===== src/fcw_ram.sv =====
`timescale 1ns / 1ps
module fcw_ram #(
  parameter int WIDTH = 8,
  parameter int DEPTH = 16
) (
  input  logic                     clk,
  input  logic                     we,
  input  logic [$clog2(DEPTH)-1:0] waddr,
  input  logic [WIDTH-1:0]         wdata,
  input  logic [$clog2(DEPTH)-1:0] raddr,
  output logic [WIDTH-1:0]         rdata
);

  logic [WIDTH-1:0] mem [DEPTH];

  // One write port, one registered read port
  always_ff @(posedge clk) begin
    if (we) begin
      mem[waddr] <= wdata;
    end
    rdata <= mem[raddr];
  end

endmodule


===== config.mk =====
export PLATFORM = sky130hd
export DESIGN_NAME = fcw_ram
export DESIGN_NICKNAME = d
export VERILOG_FILES = /design/src/fcw_ram.sv
export SDC_FILE = /design/constraint.sdc
export NUM_CORES = 1
export LEC_CHECK = 0
export BUFFER_PORTS_ARGS = -buffer_cell sky130_fd_sc_hd__buf_4
export CORE_MARGIN = 4
export CORE_UTILIZATION = 40
export CTS_CLUSTER_DIAMETER = 150
export DETAILED_ROUTE_END_ITERATION = 12
export GPL_TIMING_DRIVEN = 1
export MAX_ROUTING_LAYER = met4
export RECOVER_POWER = 100
export SLEW_MARGIN = 0
export SYNTH_ARGS = -nofsm -noshare
export SYNTH_HDL_FRONTEND = slang
export SYNTH_SLANG_ARGS = --single-unit

===== constraint.sdc =====
create_clock -name clk -period 2.07 [get_ports clk]
set_input_delay 0.414 -clock clk [delete_from_list [all_inputs] [get_ports clk]]
set_output_delay 0.414 -clock clk [all_outputs]
set_load 0.01 [all_outputs]

==> metrics <==
die height=121 um; part of the cycle the worst path needs=81.1%; DR pass1 iterations=4; mux cell area share after synthesis=15.0%; met1 usage=19.4%; Slew headroom=50.9%; sequential element share of the synthesized area=77.8%; PD cells=1030 nW/um2; Pleak=1.98 nW; largest net degree at the start of global routing=33; clk buf depth=2; Compound-Gate Fraction of Synth Area=2.33%; crit-path cells=clkbuf_2 -> buf_12 -> mux4_1 -> a22oi_1 -> nand2_1; vias per cell=5.14; Reg clk slew, reported paths=50 ps; Final setup viols=0; CTS Hold Bufs=0; DR vias=2,401; final hold vios=0; CTS tree=done; # diodes=0; cts bufs inserted=17; Root Buffer=clkbuf_16; Yosys reg bits=136; Tmin final=1680 ps; most frequent cells in the layout=edfxtp_1, clkbuf_1, mux4_2, clkbuf_16, a22oi_1; Tot GR Track Use=15.0%; clk_skew=4.92 ps; Routed wire per std cell=20.6 um; Fin Setup TNS=0 ps; Critical Path RT=2350 ps; DP HPWL=6190 um; initial core utilization=40.8%; initial antenna violation count=0; max incr delay on CP=560 ps; CORE AREA=12,600 um2; CP max FO=16; Final Wtd Congestion=0.744; largest family of logic cells by synthesized area=multiplexers; dpl ws=141 ps; Cell variety after synth=19; H-tree lvl count=4; Hold Slack=510 ps; crit path kind=in -> reg; fin. max-slew vios=0; IO Pins=26; xor/xnor cell area share of the yosys netlist=0%; later-pin clock latency in the skew report=400 ps; cts repair resizes=0; GR Util met2=22.2%; share of layout cells above drive strength 1=20.0%; Peak Freq=596 MHz; commonest non-fill, non-tap cell in the layout=edfxtp_1; Final Net Count=301; GR peak layer=met2; Remaining Overflow, GRT=0; Port Buffer Count=25; GR Util met3=3.82%; crit path buf inv count=2; Yosys warning count=0; status=finished, final reports clean; post-route ant nets=0; Area Overhead vs Synth=18.4%; Die ar.=14,700 um2; Mean Syn Cell Area=22.5 um2; die width=121 um; DR iter-0 viols=197; RSZ-0062 raised after global routing=no; DRT Wirelength=9630 um; Cell Rows=41; peak supply drop=604 uV; DRC violations left=0; post-synthesis cell count=229; min-delay worst type=in -> reg; simple-gate share of the synthesized area=3.18%; post-CTS setup buffers=0; TritonCTS Sinks=136; mapped cell area=5150 um2; maxcap violations=0; WP data arrival=1960 ps; first-pass GRT wire length=14,900 um; fraction of the mapped netlist area in adder cells=0%; PnR worst setup slack=391 ps; vias in the first global route=2,435; CP delay by family, top=multiplexers; Worst R2R Setup Slack=690 ps; CP endpoint kind=flip-flop; Worst Tran Pin Value=736 ps; Synth Net Count=247; critical path startpoint category=input pin; Crit-path slowest cell=mux4_1; Fillers=1,093
## worst paths after layout
check             startpoint         to  depth (start not counted)
hold reg to reg    mem[4][3]   rdata[3]                          3
hold / removal      waddr[3]  mem[3][1]                          3
setup reg to reg   mem[9][3]   rdata[3]                          3
setup / recovery    raddr[0]   rdata[3]                          5
## power breakdown
group	switching (W)	internal, W	total, W
clock	0.00102	0.00189	0.00291
sequential	0.0000193	0.00308	0.00310
combinational	0.000164	0.000117	0.000281
total	0.00120	0.00509	0.00629
## final cells by class
class | instances | area (um2) | share of cell area, %
clock buffers | 24 | 492 | 8.06
multi-input cells | 83 | 1060 | 17.3
clock inverters | 7 | 92.6 | 1.52
well taps | 172 | 215 | 3.53
flip-flops and latches | 136 | 4000 | 65.7
repair buffers | 45 | 236 | 3.88
## state kept, by name (all words and copies together) (netlist names)
signal / cells
rdata: 8
mem: 128
## routing by layer
metal	wire length, um	up-vias
li1	-	1083
met2	4810	57
met1	4280	1253
met3	422	8
met4	112	0
met5	0	-
## stage by stage
step / utilization (%) / total power, W / instances / area (um2)
after floorplan: - / 0.00331 / 229 / 5150
after global placement: 44.7 / 0.00347 / 436 / 5640
after CTS: 49.3 / 0.00638 / 467 / 6220
after detailed placement: 44.7 / 0.00347 / 436 / 5640
after global routing: 48.3 / 0.00650 / 467 / 6100
final: 48.3 / 0.00629 / 467 / 6100
## kinds of logic (layout without fill, tap and decap cells)
logic type      after synthesis  after routing
compound gates               16             16
buf+inv                      10             76
flops                       136            136
mux                          32             32
simple gates                 35             35
## synth_stat cells
library cell / count / area, um2
and2_1: 1 / 6.26
nor2b_1: 1 / 6.26
mux4_2: 18 / 405
dfxtp_1: 8 / 160
nor3_1: 4 / 20.0
or3b_2: 1 / 8.76
nand2b_1: 2 / 12.5
buf_4: 1 / 7.51
and2b_1: 1 / 7.51
mux4_1: 14 / 368
nor2_1: 13 / 48.8
buf_2: 3 / 15.0
buf_6: 3 / 33.8
nand2_1: 9 / 33.8
edfxtp_1: 128 / 3840
a22oi_1: 16 / 120
nand3b_1: 2 / 15.0
nand3_1: 1 / 5.00
clkdlybuf4s25_2: 3 / 30.0
## worst register-to-register path, delay by kind of cell (launching register included)
kind            cells  cell delay (ps)
simple gates        1               80
compound gates      1              350
flops               1              340
mux                 1              500
No activity file was read; power rests on OpenSTA's default activity.
